## config.mk

```make
export PLATFORM = sky130hd
export DESIGN_NAME = bus_router_read_tracker
export DESIGN_NICKNAME = d
export VERILOG_FILES = /design/src/sv/brt_pkg.sv /design/src/sv/brt_ram.sv /design/src/sv/brt_front.sv /design/src/sv/brt_queue.sv /design/src/sv/brt_back.sv /design/src/sv/bus_router_read_tracker.sv
export SDC_FILE = /design/constraint.sdc
export NUM_CORES = 1
export LEC_CHECK = 0
export ABC_AREA = 1
export BUFFER_PORTS_ARGS = -buffer_cell sky130_fd_sc_hd__buf_2
export CAP_MARGIN = 30
export CORE_MARGIN = 2
export CORE_UTILIZATION = 60
export CTS_CLUSTER_SIZE = 30
export DETAILED_ROUTE_END_ITERATION = 16
export PLACE_DENSITY = 0.89
export SLEW_MARGIN = 20
export SYNTH_ARGS = -nofsm -noshare
export SYNTH_HDL_FRONTEND = slang
export SYNTH_SLANG_ARGS = --single-unit
```

## constraint.sdc

```tcl
create_clock -name i_clk -period 13.4 [get_ports i_clk]
set_clock_uncertainty 0.05 [all_clocks]
set_input_delay 3.35 -clock i_clk [delete_from_list [all_inputs] [get_ports i_clk]]
set_output_delay 3.35 -clock i_clk [all_outputs]
set_load 0.02 [all_outputs]
```

## src/sv/brt_pkg.sv

```systemverilog
package brt_pkg;

    // Sizing
    localparam int MAX_INITIATORS = 8;
    localparam int MAX_TARGETS    = 16;
    localparam int FIFO_DEPTH     = 16;
    localparam int ADDR_WIDTH     = 32;

    localparam int MASK_W  = 8;
    localparam int MID_W   = 3;
    localparam int TGT_W   = 4;
    localparam int BLK_W   = 8;
    localparam int NT_W    = 5;
    localparam int NI_W    = 4;
    localparam int PTR_W   = $clog2(FIFO_DEPTH);
    localparam int CNT_W   = $clog2(FIFO_DEPTH + 1);

    // Address remainder, one byte per cycle
    localparam int DIV_BITS  = 8;
    localparam int DIV_STEPS = (ADDR_WIDTH + DIV_BITS - 1) / DIV_BITS;
    localparam int DIV_W     = DIV_STEPS * DIV_BITS;
    localparam int STEP_W    = (DIV_STEPS > 1) ? $clog2(DIV_STEPS) : 1;

    // Queue between front and back
    localparam int QUEUE_DEPTH = 2;
    localparam int QPTR_W      = 1;
    localparam int QCNT_W      = 2;

    // Configuration
    localparam int CFG_IDX_W  = 1;
    localparam int CFG_DATA_W = 5;
    localparam logic [CFG_IDX_W-1:0] CFG_NUM_TARGETS    = 1'd0;
    localparam logic [CFG_IDX_W-1:0] CFG_NUM_INITIATORS = 1'd1;
    localparam logic [NT_W-1:0]      NT_RESET           = 5'd1;
    localparam logic [NI_W-1:0]      NI_RESET           = 4'd8;

    // Result status codes
    localparam int STATUS_W = 3;
    localparam logic [STATUS_W-1:0] ST_FWD      = 3'd0;
    localparam logic [STATUS_W-1:0] ST_STALL    = 3'd1;
    localparam logic [STATUS_W-1:0] ST_NONE     = 3'd2;
    localparam logic [STATUS_W-1:0] ST_RESP     = 3'd3;
    localparam logic [STATUS_W-1:0] ST_RESP_ERR = 3'd4;

    // Input opcodes
    localparam logic OP_REQUEST  = 1'b0;
    localparam logic OP_RESPONSE = 1'b1;

    typedef enum logic [1:0] {
        K_NONE  = 2'd0,
        K_WRITE = 2'd1,
        K_READ  = 2'd2,
        K_RESP  = 2'd3
    } t_kind;

    // Classified transaction handed from front to back
    typedef struct packed {
        t_kind              kind;
        logic [MID_W-1:0]   master;
        logic [TGT_W-1:0]   target;
        logic [BLK_W-1:0]   blk;
    } t_cmd;

endpackage

```

## src/sv/brt_ram.sv

```systemverilog
module brt_ram #(
    parameter int WIDTH = 8,
    parameter int DEPTH = 16
) (
    input  logic                     i_clk,
    input  logic                     i_we,
    input  logic [$clog2(DEPTH)-1:0] i_waddr,
    input  logic [WIDTH-1:0]         i_wdata,
    input  logic [$clog2(DEPTH)-1:0] i_raddr,
    output logic [WIDTH-1:0]         o_rdata
);

    logic [WIDTH-1:0] r_mem [DEPTH];
    logic [WIDTH-1:0] r_rdata;

    // Write port and registered read port
    always_ff @(posedge i_clk) begin
        if (i_we) begin
            r_mem[i_waddr] <= i_wdata;
        end
        r_rdata <= r_mem[i_raddr];
    end

    assign o_rdata = r_rdata;

endmodule

```

## src/sv/brt_front.sv

```systemverilog
module brt_front
    import brt_pkg::*;
(
    input  logic                  i_clk,
    input  logic                  i_rst_n,
    input  logic                  i_cfg_we,
    input  logic [CFG_IDX_W-1:0]  i_cfg_idx,
    input  logic [CFG_DATA_W-1:0] i_cfg_data,
    input  logic                  i_valid,
    output logic                  o_ready,
    input  logic                  i_opcode,
    input  logic [MASK_W-1:0]     i_pending_mask,
    input  logic [ADDR_WIDTH-1:0] i_req_address,
    input  logic                  i_req_is_read,
    input  logic [BLK_W-1:0]      i_req_block_size,
    input  logic [BLK_W-1:0]      i_resp_block_size,
    output logic                  o_push,
    output t_cmd                  o_cmd,
    input  logic                  i_full
);

    typedef enum logic [2:0] {
        F_IDLE = 3'b001,
        F_DIV  = 3'b010,
        F_PUSH = 3'b100
    } t_fstate;

    t_fstate           r_state, n_state;
    logic [NT_W-1:0]   r_nt;
    logic [NI_W-1:0]   r_ni;
    logic [NT_W-1:0]   r_nt_eff, n_nt_eff;
    logic [DIV_W-1:0]  r_addr, n_addr;
    logic [TGT_W-1:0]  r_rem, n_rem;
    logic [STEP_W-1:0] r_step, n_step;
    t_cmd              r_cmd, n_cmd;

    logic [NI_W-1:0]   ni_eff;
    logic [MID_W-1:0]  winner;
    logic              found;
    logic [TGT_W-1:0]  rem_step;
    logic [NT_W-1:0]   trial;

    // Configuration registers
    always_ff @(posedge i_clk) begin
        if (!i_rst_n) begin
            r_nt <= NT_RESET;
            r_ni <= NI_RESET;
        end else if (i_cfg_we) begin
            case (i_cfg_idx)
                CFG_NUM_TARGETS:    r_nt <= i_cfg_data;
                CFG_NUM_INITIATORS: r_ni <= i_cfg_data[NI_W-1:0];
                default:            ;
            endcase
        end
    end

    // Fixed priority: highest-numbered pending master below the master count
    always_comb begin
        ni_eff = (r_ni > NI_W'(MAX_INITIATORS)) ? NI_W'(MAX_INITIATORS) : r_ni;
        winner = '0;
        found  = 1'b0;
        for (int i = 0; i < MASK_W; i++) begin
            if (i_pending_mask[i] && (NI_W'(i) < ni_eff)) begin
                winner = MID_W'(i);
                found  = 1'b1;
            end
        end
    end

    // One byte of the address remainder: eight restoring steps
    always_comb begin
        rem_step = r_rem;
        trial    = '0;
        for (int b = 0; b < DIV_BITS; b++) begin
            trial = {rem_step, r_addr[DIV_W-1-b]};
            if (trial >= r_nt_eff) begin
                trial = trial - r_nt_eff;
            end
            rem_step = trial[TGT_W-1:0];
        end
    end

    // Classify and sequence
    always_comb begin
        n_state  = r_state;
        n_nt_eff = r_nt_eff;
        n_addr   = r_addr;
        n_rem    = r_rem;
        n_step   = r_step;
        n_cmd    = r_cmd;
        case (r_state)
            F_IDLE: begin
                if (i_valid) begin
                    n_cmd.master = winner;
                    n_cmd.target = '0;
                    n_cmd.blk    = i_req_block_size;
                    if (i_opcode == OP_RESPONSE) begin
                        n_cmd.kind   = K_RESP;
                        n_cmd.master = '0;
                        n_cmd.blk    = i_resp_block_size;
                        n_state      = F_PUSH;
                    end else if (!found) begin
                        n_cmd.kind   = K_NONE;
                        n_cmd.blk    = '0;
                        n_state      = F_PUSH;
                    end else begin
                        n_cmd.kind = i_req_is_read ? K_READ : K_WRITE;
                        n_addr     = DIV_W'(i_req_address);
                        n_rem      = '0;
                        n_step     = '0;
                        if (r_nt == '0) begin
                            n_nt_eff = NT_W'(1);
                        end else if (r_nt > NT_W'(MAX_TARGETS)) begin
                            n_nt_eff = NT_W'(MAX_TARGETS);
                        end else begin
                            n_nt_eff = r_nt;
                        end
                        n_state = F_DIV;
                    end
                end
            end
            F_DIV: begin
                n_rem  = rem_step;
                n_addr = r_addr << DIV_BITS;
                n_step = r_step + STEP_W'(1);
                if (r_step == STEP_W'(DIV_STEPS - 1)) begin
                    n_cmd.target = rem_step;
                    n_state      = F_PUSH;
                end
            end
            F_PUSH: begin
                if (!i_full) begin
                    n_state = F_IDLE;
                end
            end
            default: n_state = F_IDLE;
        endcase
    end

    always_ff @(posedge i_clk) begin
        if (!i_rst_n) begin
            r_state <= F_IDLE;
        end else begin
            r_state <= n_state;
        end
        r_nt_eff <= n_nt_eff;
        r_addr   <= n_addr;
        r_rem    <= n_rem;
        r_step   <= n_step;
        r_cmd    <= n_cmd;
    end

    assign o_ready = (r_state == F_IDLE);
    assign o_push  = (r_state == F_PUSH) && !i_full;
    assign o_cmd   = r_cmd;

endmodule

```

## src/sv/brt_queue.sv

```systemverilog
module brt_queue
    import brt_pkg::*;
(
    input  logic i_clk,
    input  logic i_rst_n,
    input  logic i_push,
    input  t_cmd i_cmd,
    output logic o_full,
    output logic o_valid,
    output t_cmd o_cmd,
    input  logic i_pop
);

    t_cmd              r_mem [QUEUE_DEPTH];
    logic [QPTR_W-1:0] r_wr, r_rd;
    logic [QCNT_W-1:0] r_cnt;
    logic              do_push, do_pop;

    assign o_full  = (r_cnt == QCNT_W'(QUEUE_DEPTH));
    assign o_valid = (r_cnt != '0);
    assign o_cmd   = r_mem[r_rd];
    assign do_push = i_push && !o_full;
    assign do_pop  = i_pop && o_valid;

    // Hold queued commands
    always_ff @(posedge i_clk) begin
        if (do_push) begin
            r_mem[r_wr] <= i_cmd;
        end
    end

    // Advance pointers and count
    always_ff @(posedge i_clk) begin
        if (!i_rst_n) begin
            r_wr  <= '0;
            r_rd  <= '0;
            r_cnt <= '0;
        end else begin
            if (do_push) begin
                r_wr <= r_wr + QPTR_W'(1);
            end
            if (do_pop) begin
                r_rd <= r_rd + QPTR_W'(1);
            end
            case ({do_push, do_pop})
                2'b10:   r_cnt <= r_cnt + QCNT_W'(1);
                2'b01:   r_cnt <= r_cnt - QCNT_W'(1);
                default: r_cnt <= r_cnt;
            endcase
        end
    end

endmodule

```

## src/sv/brt_back.sv

```systemverilog
module brt_back
    import brt_pkg::*;
(
    input  logic                i_clk,
    input  logic                i_rst_n,
    input  logic                i_valid,
    input  t_cmd                i_cmd,
    output logic                o_pop,
    output logic                o_valid,
    input  logic                i_ready,
    output logic [STATUS_W-1:0] o_status,
    output logic [MID_W-1:0]    o_grant_master,
    output logic [TGT_W-1:0]    o_target_index,
    output logic [BLK_W-1:0]    o_bus_cycles,
    output logic [CNT_W-1:0]    o_outstanding_count
);

    typedef enum logic [1:0] {
        B_IDLE = 2'b01,
        B_POP  = 2'b10
    } t_bstate;

    t_bstate             r_state, n_state;
    logic [CNT_W-1:0]    r_count, n_count;
    logic [TGT_W-1:0]    r_last, n_last;
    logic [PTR_W-1:0]    r_head, n_head;
    logic [PTR_W-1:0]    r_tail, n_tail;
    logic [BLK_W-1:0]    r_resp_blk, n_resp_blk;
    logic                r_out_valid, n_out_valid;
    logic [STATUS_W-1:0] r_status, n_status;
    logic [MID_W-1:0]    r_master, n_master;
    logic [TGT_W-1:0]    r_target, n_target;
    logic [BLK_W-1:0]    r_cycles, n_cycles;
    logic [CNT_W-1:0]    r_out_cnt, n_out_cnt;

    logic                out_free;
    logic                ram_we;
    logic [MID_W-1:0]    ram_rdata;

    // Master id ordering memory, read address follows the head
    brt_ram #(
        .WIDTH (MID_W),
        .DEPTH (FIFO_DEPTH)
    ) u_mid_ram (
        .i_clk   (i_clk),
        .i_we    (ram_we),
        .i_waddr (r_tail),
        .i_wdata (i_cmd.master),
        .i_raddr (r_head),
        .o_rdata (ram_rdata)
    );

    assign out_free = !r_out_valid || i_ready;

    // Execute one command per slot of the output register
    always_comb begin
        n_state     = r_state;
        n_count     = r_count;
        n_last      = r_last;
        n_head      = r_head;
        n_tail      = r_tail;
        n_resp_blk  = r_resp_blk;
        n_out_valid = r_out_valid && !i_ready;
        n_status    = r_status;
        n_master    = r_master;
        n_target    = r_target;
        n_cycles    = r_cycles;
        n_out_cnt   = r_out_cnt;
        o_pop       = 1'b0;
        ram_we      = 1'b0;
        case (r_state)
            B_IDLE: begin
                if (i_valid && out_free) begin
                    o_pop       = 1'b1;
                    n_out_valid = 1'b1;
                    n_master    = i_cmd.master;
                    n_target    = i_cmd.target;
                    n_cycles    = '0;
                    n_out_cnt   = r_count;
                    case (i_cmd.kind)
                        K_NONE: begin
                            n_status = ST_NONE;
                            n_master = '0;
                            n_target = '0;
                        end
                        K_WRITE: begin
                            n_status = ST_FWD;
                            n_cycles = i_cmd.blk;
                        end
                        K_READ: begin
                            if (((i_cmd.target != r_last) && (r_count != '0)) ||
                                (r_count >= CNT_W'(FIFO_DEPTH))) begin
                                n_status = ST_STALL;
                            end else begin
                                ram_we    = 1'b1;
                                n_tail    = r_tail + PTR_W'(1);
                                n_count   = r_count + CNT_W'(1);
                                n_last    = i_cmd.target;
                                n_status  = ST_FWD;
                                n_cycles  = BLK_W'(1);
                                n_out_cnt = r_count + CNT_W'(1);
                            end
                        end
                        K_RESP: begin
                            if (r_count == '0) begin
                                n_status = ST_RESP_ERR;
                                n_master = '0;
                                n_target = r_last;
                            end else begin
                                // wait for the registered memory read
                                n_out_valid = r_out_valid && !i_ready;
                                n_resp_blk  = i_cmd.blk;
                                n_state     = B_POP;
                            end
                        end
                        default: n_status = ST_NONE;
                    endcase
                end
            end
            B_POP: begin
                if (out_free) begin
                    n_out_valid = 1'b1;
                    n_status    = ST_RESP;
                    n_master    = ram_rdata;
                    n_target    = r_last;
                    n_cycles    = r_resp_blk;
                    n_head      = r_head + PTR_W'(1);
                    n_count     = r_count - CNT_W'(1);
                    n_out_cnt   = r_count - CNT_W'(1);
                    n_state     = B_IDLE;
                end
            end
            default: n_state = B_IDLE;
        endcase
    end

    always_ff @(posedge i_clk) begin
        if (!i_rst_n) begin
            r_state     <= B_IDLE;
            r_count     <= '0;
            r_last      <= '0;
            r_head      <= '0;
            r_tail      <= '0;
            r_out_valid <= 1'b0;
        end else begin
            r_state     <= n_state;
            r_count     <= n_count;
            r_last      <= n_last;
            r_head      <= n_head;
            r_tail      <= n_tail;
            r_out_valid <= n_out_valid;
        end
        r_resp_blk <= n_resp_blk;
        r_status   <= n_status;
        r_master   <= n_master;
        r_target   <= n_target;
        r_cycles   <= n_cycles;
        r_out_cnt  <= n_out_cnt;
    end

    assign o_valid             = r_out_valid;
    assign o_status            = r_status;
    assign o_grant_master      = r_master;
    assign o_target_index      = r_target;
    assign o_bus_cycles        = r_cycles;
    assign o_outstanding_count = r_out_cnt;

    // Outstanding count never passes the memory depth
    a_count_range: assert property (@(posedge i_clk) disable iff (!i_rst_n)
        r_count <= CNT_W'(FIFO_DEPTH))
        else $error("outstanding count above depth");

    // Pointer distance matches the outstanding count
    a_ptr_count: assert property (@(posedge i_clk) disable iff (!i_rst_n)
        (r_tail - r_head) == r_count[PTR_W-1:0])
        else $error("pointers disagree with outstanding count");

    // A pop is only started with reads outstanding
    a_pop_nonempty: assert property (@(posedge i_clk) disable iff (!i_rst_n)
        (r_state == B_POP) |-> (r_count != '0))
        else $error("pop with nothing outstanding");

    // A memory write always raises the count by one
    a_write_count: assert property (@(posedge i_clk) disable iff (!i_rst_n)
        ram_we |=> (r_count == $past(r_count) + CNT_W'(1)))
        else $error("memory write without count increment");

endmodule

```

## src/sv/bus_router_read_tracker.sv

```systemverilog
// Shared-bus router with fixed-priority arbitration and read-response ordering.
// A request transaction (tuser 0) is granted to the highest-numbered pending
// master below num_initiators and routed to target address mod num_targets;
// a response transaction (tuser 1) returns the oldest waiting read master.
// One result transaction per input transaction. The front stage takes a
// request through accept, one address byte per cycle through the target
// remainder unit, and hand-off, and a response or an empty request straight
// from accept to hand-off. A two-entry queue feeds the back stage, which
// retires one transaction per cycle while its result register is free; a
// response reading the master-id memory also passes the pop state. The front
// takes no new transaction before hand-off; the queue lets one enter while a
// result waits on m_tready. Configuration writes apply at the next cycle.
module bus_router_read_tracker
    import brt_pkg::*;
(
    input  logic                  i_clk,
    input  logic                  i_rst_n,
    input  logic                  i_cfg_we,
    input  logic [CFG_IDX_W-1:0]  i_cfg_idx,
    input  logic [CFG_DATA_W-1:0] i_cfg_data,
    input  logic                  s_tvalid,
    output logic                  s_tready,
    // pending_mask[7:0], req_address[39:8], req_is_read[40],
    // req_block_size[48:41], resp_block_size[56:49], zero[63:57]
    input  logic [63:0]           s_tdata,
    // opcode[0]
    input  logic                  s_tuser,
    output logic                  m_tvalid,
    input  logic                  m_tready,
    // grant_master[2:0], target_index[6:3], bus_cycles[14:7],
    // outstanding_count[19:15], zero[23:20]
    output logic [23:0]           m_tdata,
    // status[2:0]
    output logic [2:0]            m_tuser
);

    logic front_push;
    t_cmd front_cmd;
    logic q_full, q_valid, q_pop;
    t_cmd q_cmd;

    logic [MID_W-1:0] grant_master;
    logic [TGT_W-1:0] target_index;
    logic [BLK_W-1:0] bus_cycles;
    logic [CNT_W-1:0] outstanding_count;

    // Accept and classify
    brt_front u_front (
        .i_clk             (i_clk),
        .i_rst_n           (i_rst_n),
        .i_cfg_we          (i_cfg_we),
        .i_cfg_idx         (i_cfg_idx),
        .i_cfg_data        (i_cfg_data),
        .i_valid           (s_tvalid),
        .o_ready           (s_tready),
        .i_opcode          (s_tuser),
        .i_pending_mask    (s_tdata[7:0]),
        .i_req_address     (s_tdata[39:8]),
        .i_req_is_read     (s_tdata[40]),
        .i_req_block_size  (s_tdata[48:41]),
        .i_resp_block_size (s_tdata[56:49]),
        .o_push            (front_push),
        .o_cmd             (front_cmd),
        .i_full            (q_full)
    );

    // Decouple front and back
    brt_queue u_queue (
        .i_clk   (i_clk),
        .i_rst_n (i_rst_n),
        .i_push  (front_push),
        .i_cmd   (front_cmd),
        .o_full  (q_full),
        .o_valid (q_valid),
        .o_cmd   (q_cmd),
        .i_pop   (q_pop)
    );

    // Track reads and produce results
    brt_back u_back (
        .i_clk               (i_clk),
        .i_rst_n             (i_rst_n),
        .i_valid             (q_valid),
        .i_cmd               (q_cmd),
        .o_pop               (q_pop),
        .o_valid             (m_tvalid),
        .i_ready             (m_tready),
        .o_status            (m_tuser),
        .o_grant_master      (grant_master),
        .o_target_index      (target_index),
        .o_bus_cycles        (bus_cycles),
        .o_outstanding_count (outstanding_count)
    );

    assign m_tdata = {4'b0000, outstanding_count, bus_cycles, target_index, grant_master};

endmodule
```

==> results.md <==
* Outcome: finished clean
* Cts bufs inserted at 22
* Critical Path AT at between 10 and 15 ns
* Hold Vio Cnt, Final at 0
* WS Path Type: flop to flop
* Overall routing resource usage at between 20 and 25%
* Reg2Reg Launch Point: u_front.r_nt_eff[1]$_SDFFCE_PP0P_
* # IOs at approximately 110
* #FFs+latches synth at 213
* Post-synthesis adder-cell area fraction at under 10%
* Clk_lat worst skew at just over 0.5 ns
* H-tree depth at 1
* Post-CTS Setup Bufs at 0
* # setup viols final at 0
* Kind of end point of the critical path: flop
* Largest net degree at the start of global routing at 32
* Minimum clock period at approximately 12 ns
* TritonCTS clock tree: yes
* Synth area leaders: edfxtp_1 (48%), nand2_1 (9.8%), dfxtp_1 (7.4%), ha_1 (6.6%), inv_1 (5.3%)
* Vias in the first global route at ~8,000
* Max Slew Vio Count at 0
* Final period utilization at between 80% and 90%
* Synth area leader: edfxtp_1
* Setup_tns at 0 ns
* Post-synthesis xor/xnor area fraction at approximately 1.5%
* Die footprint at around 19,000 µm²
* R2R cell count at 62
* Routed len/inst at 15.2 µm
* DRT iter0 DRCs at between 500 and 600
* Worst Setup EP: u_front.r_rem[0]$_SDFFCE_PN0P_
* Global-route wire length before repair at approximately 37,000 µm
* DP Wirelength at ~16,000 µm
* Max FO, Critical Path at 9
* Starting density of the core at between 60% and 70%
* RSZ-0062 raised after global routing: false
* Detail Route Antenna Nets at 0
* Gr ovfl total at 0
* Critical-path top delay cell: edfxtp_1
* Worst-Margin Slew at between 0.8 and 0.9 ns
* Post-synthesis compound-gate area fraction at about 9%
* CP Launch Point: u_front.r_nt_eff[1]$_SDFFCE_PP0P_
* Yosys warning count at 0
* Core area at 17,800 µm²
* R2R setup slack at between 1.5 and 2 ns
* Fmax at between 80 and 90 MHz
* Hold-fix buffers, CTS at 0
* CP startpoint kind: flop
* Largest family of logic cells by synthesized area: simple AND/OR/NAND/NOR gates
* Asr flop ratio synth at 0%
* P&R area growth vs syn at 12.5%
* GPL Wtd Cong at roughly 0.81
* Clock sink total at roughly 210
* Mux cell area share after synthesis at about 1.0%
* Reg2Reg Capture Point: u_front.r_rem[0]$_SDFFCE_PN0P_
* Clock transition at path regs at 0.06 ns
* Primary FF master, synth: edfxtp_1
* Layout cell share with drive strength beyond 1 at between 10% and 20%
* N_diodes at 0
* Die width at 138 µm
* Mapped Cells at 1,121
* Die Y at approximately 140 µm
* Final #Nets at approximately 1,400
* Largest stage delay on the critical path at slightly below 0.7 ns
* Mean post-synth cell area at 9.66 µm²
* Post-synth cell types at 48
* Via-to-Cell Ratio at between 5 and 6
* Max-cap viol count at 0
* EDFF count, synth at 173
* Via count at 8,148
* Row count at slightly below 50
* Simple-gate portion of the synthesized area at 18.1%
* WP data required at 13.60 ns
* Antenna violations before repair at 0
* Clk buf depth at 3
* Final WL at approximately 22,000 µm
* Mapped cell area at 10,800 µm²
* Slew HR at between 40 and 50%
* First-pass iteration count of the detailed router at 6
* Register area share after synthesis at around 55%
* Fill cell count at between 1,000 and 1,500
* Worst hold path type: flop to flop
* Post-CTS resize count at 0
* Clk Tree Root Cell: clkbuf_16
* Synth top area share at about 48%
* DRC at 0
* Critical path's most frequent cell: nand3_1
* I/O Buffers at 93
worst min path at each step:
stage	depth (start not counted)	end	slack, ns	startpoint
2_1_floorplan	0	u_queue.r_mem[0][0]$_DFFE_PP_	0.37	u_front.o_cmd[0]$_DFFE_PP_
3_3_place_gp	0	u_queue.r_mem[1][3]$_DFFE_PP_	0.37	u_front.o_cmd[3]$_DFFE_PP_
3_5_place_dp	0	u_queue.r_mem[1][3]$_DFFE_PP_	0.38	u_front.o_cmd[3]$_DFFE_PP_
4_1_cts	0	u_queue.r_mem[1][9]$_DFFE_PP_	0.39	u_front.o_cmd[9]$_DFFE_PP_
5_1_grt	0	u_queue.r_mem[0][4]$_DFFE_PP_	0.41	u_front.o_cmd[4]$_DFFE_PP_
6_report	0	u_queue.r_mem[0][16]$_DFFE_PP_	0.39	u_front.o_cmd[16]$_SDFFCE_PP1P_
stage by stage:
step,hold slack [ns],utilization [%],instances,cell area (µm²),setup slack (ns)
final,0.393,68.3,1462,12200,1.57
after global routing,0.410,68.3,1462,12200,0.394
after CTS,0.393,68.3,1462,12200,1.79
after detailed placement,0.384,64.6,1422,11500,1.94
after global placement,0.373,64.4,1420,11500,2.27
after floorplan,0.371,-,1124,10800,3.54
layout make-up:
cell class / count / area (µm²) / area share [%]
well taps: 229 / 287 / 2.35
inverters: 158 / 596 / 4.89
flip-flops and latches: 213 / 6000 / 49.2
clock inverters: 8 / 53.8 / 0.442
repair buffers: 100 / 538 / 4.42
multi-input cells: 722 / 4100 / 33.7
clock buffers: 32 / 608 / 4.99
cell families (layout without fill, tap and decap cells):
| logic type | Yosys count | after routing |
|---|---|---|
| AOI/OAI and AO/OA | 166 | 166 |
| adders and majority gates | 65 | 65 |
| buffers and inverters | 189 | 298 |
| other | 1 | 4 |
| xor gates and xnor gates | 18 | 18 |
| and+or+nand+nor | 458 | 458 |
| DFF | 213 | 213 |
| muxes | 11 | 11 |
flip-flops by register name, summed over array words and instances, names as in the netlist, 5 cells and up, named ones only:
register	cells
u_back.u_mid_ram.r_mem	48
u_front.o_cmd	17
u_front.r_nt	5
u_back.r_count	5
u_front.r_nt_eff	5
u_queue.r_mem	34
u_front.r_addr	32
u_back.o_bus_cycles	8
u_back.o_outstanding_count	5
u_back.r_resp_blk	8
routing by layer:
metal,GRT usage [%],wire (µm)
met2,40.9,11300
met5,0,0
met1,28.6,8890
met3,3.71,1460
met4,7.89,556
Yosys cell counts, types with 2 or more instances:
cell type	count
nor4_1	2
and2_1	5
o32ai_1	5
o211ai_1	4
o221ai_1	11
nor2_2	7
xnor2_1	5
buf_4	4
edfxtp_1	173
or2_2	5
o21ai_0	62
nand2_1	283
inv_2	4
a21boi_0	5
clkbuf_1	19
a31oi_1	2
xor2_1	13
fa_1	8
nor3_2	2
nand2_2	4
o21a_1	3
dfxtp_1	40
a22o_1	8
a21oi_1	53
a21o_1	5
nand3_1	61
inv_1	152
ha_1	57
nor2_1	63
nand4_1	18
o21ai_1	4
buf_2	3
mux2i_1	11
buf_6	3
nor3_1	3
buf_1	2
layout by cell type (no fill, tap or decap), types with 7 or more instances in the layout:
cell type,n
inv_1,152
nand3_1,61
dfxtp_1,39
nor2_1,63
xor2_1,13
nand2_1,283
o21ai_0,62
buf_2,93
a22o_1,8
fa_1,8
mux2i_1,11
ha_1,57
a21oi_1,52
o221ai_1,11
clkbuf_1,8
nand4_1,18
edfxtp_1,173
nor2_2,7
clkbuf_16,22
worst max-delay path, delay by kind of cell, from the launching register on:
kind,cells,cell delay [ns]
AO/OA/AOI/OAI,18,3.42
adder cells (fa/ha/maj),8,2.72
buffers and inverters,10,1.37
flip-flops,1,0.68
AND/OR/NAND/NOR,26,3.29
Power is not shown: default switching activity piles up to over one toggle a cycle in this logic, so the estimate is an artifact.
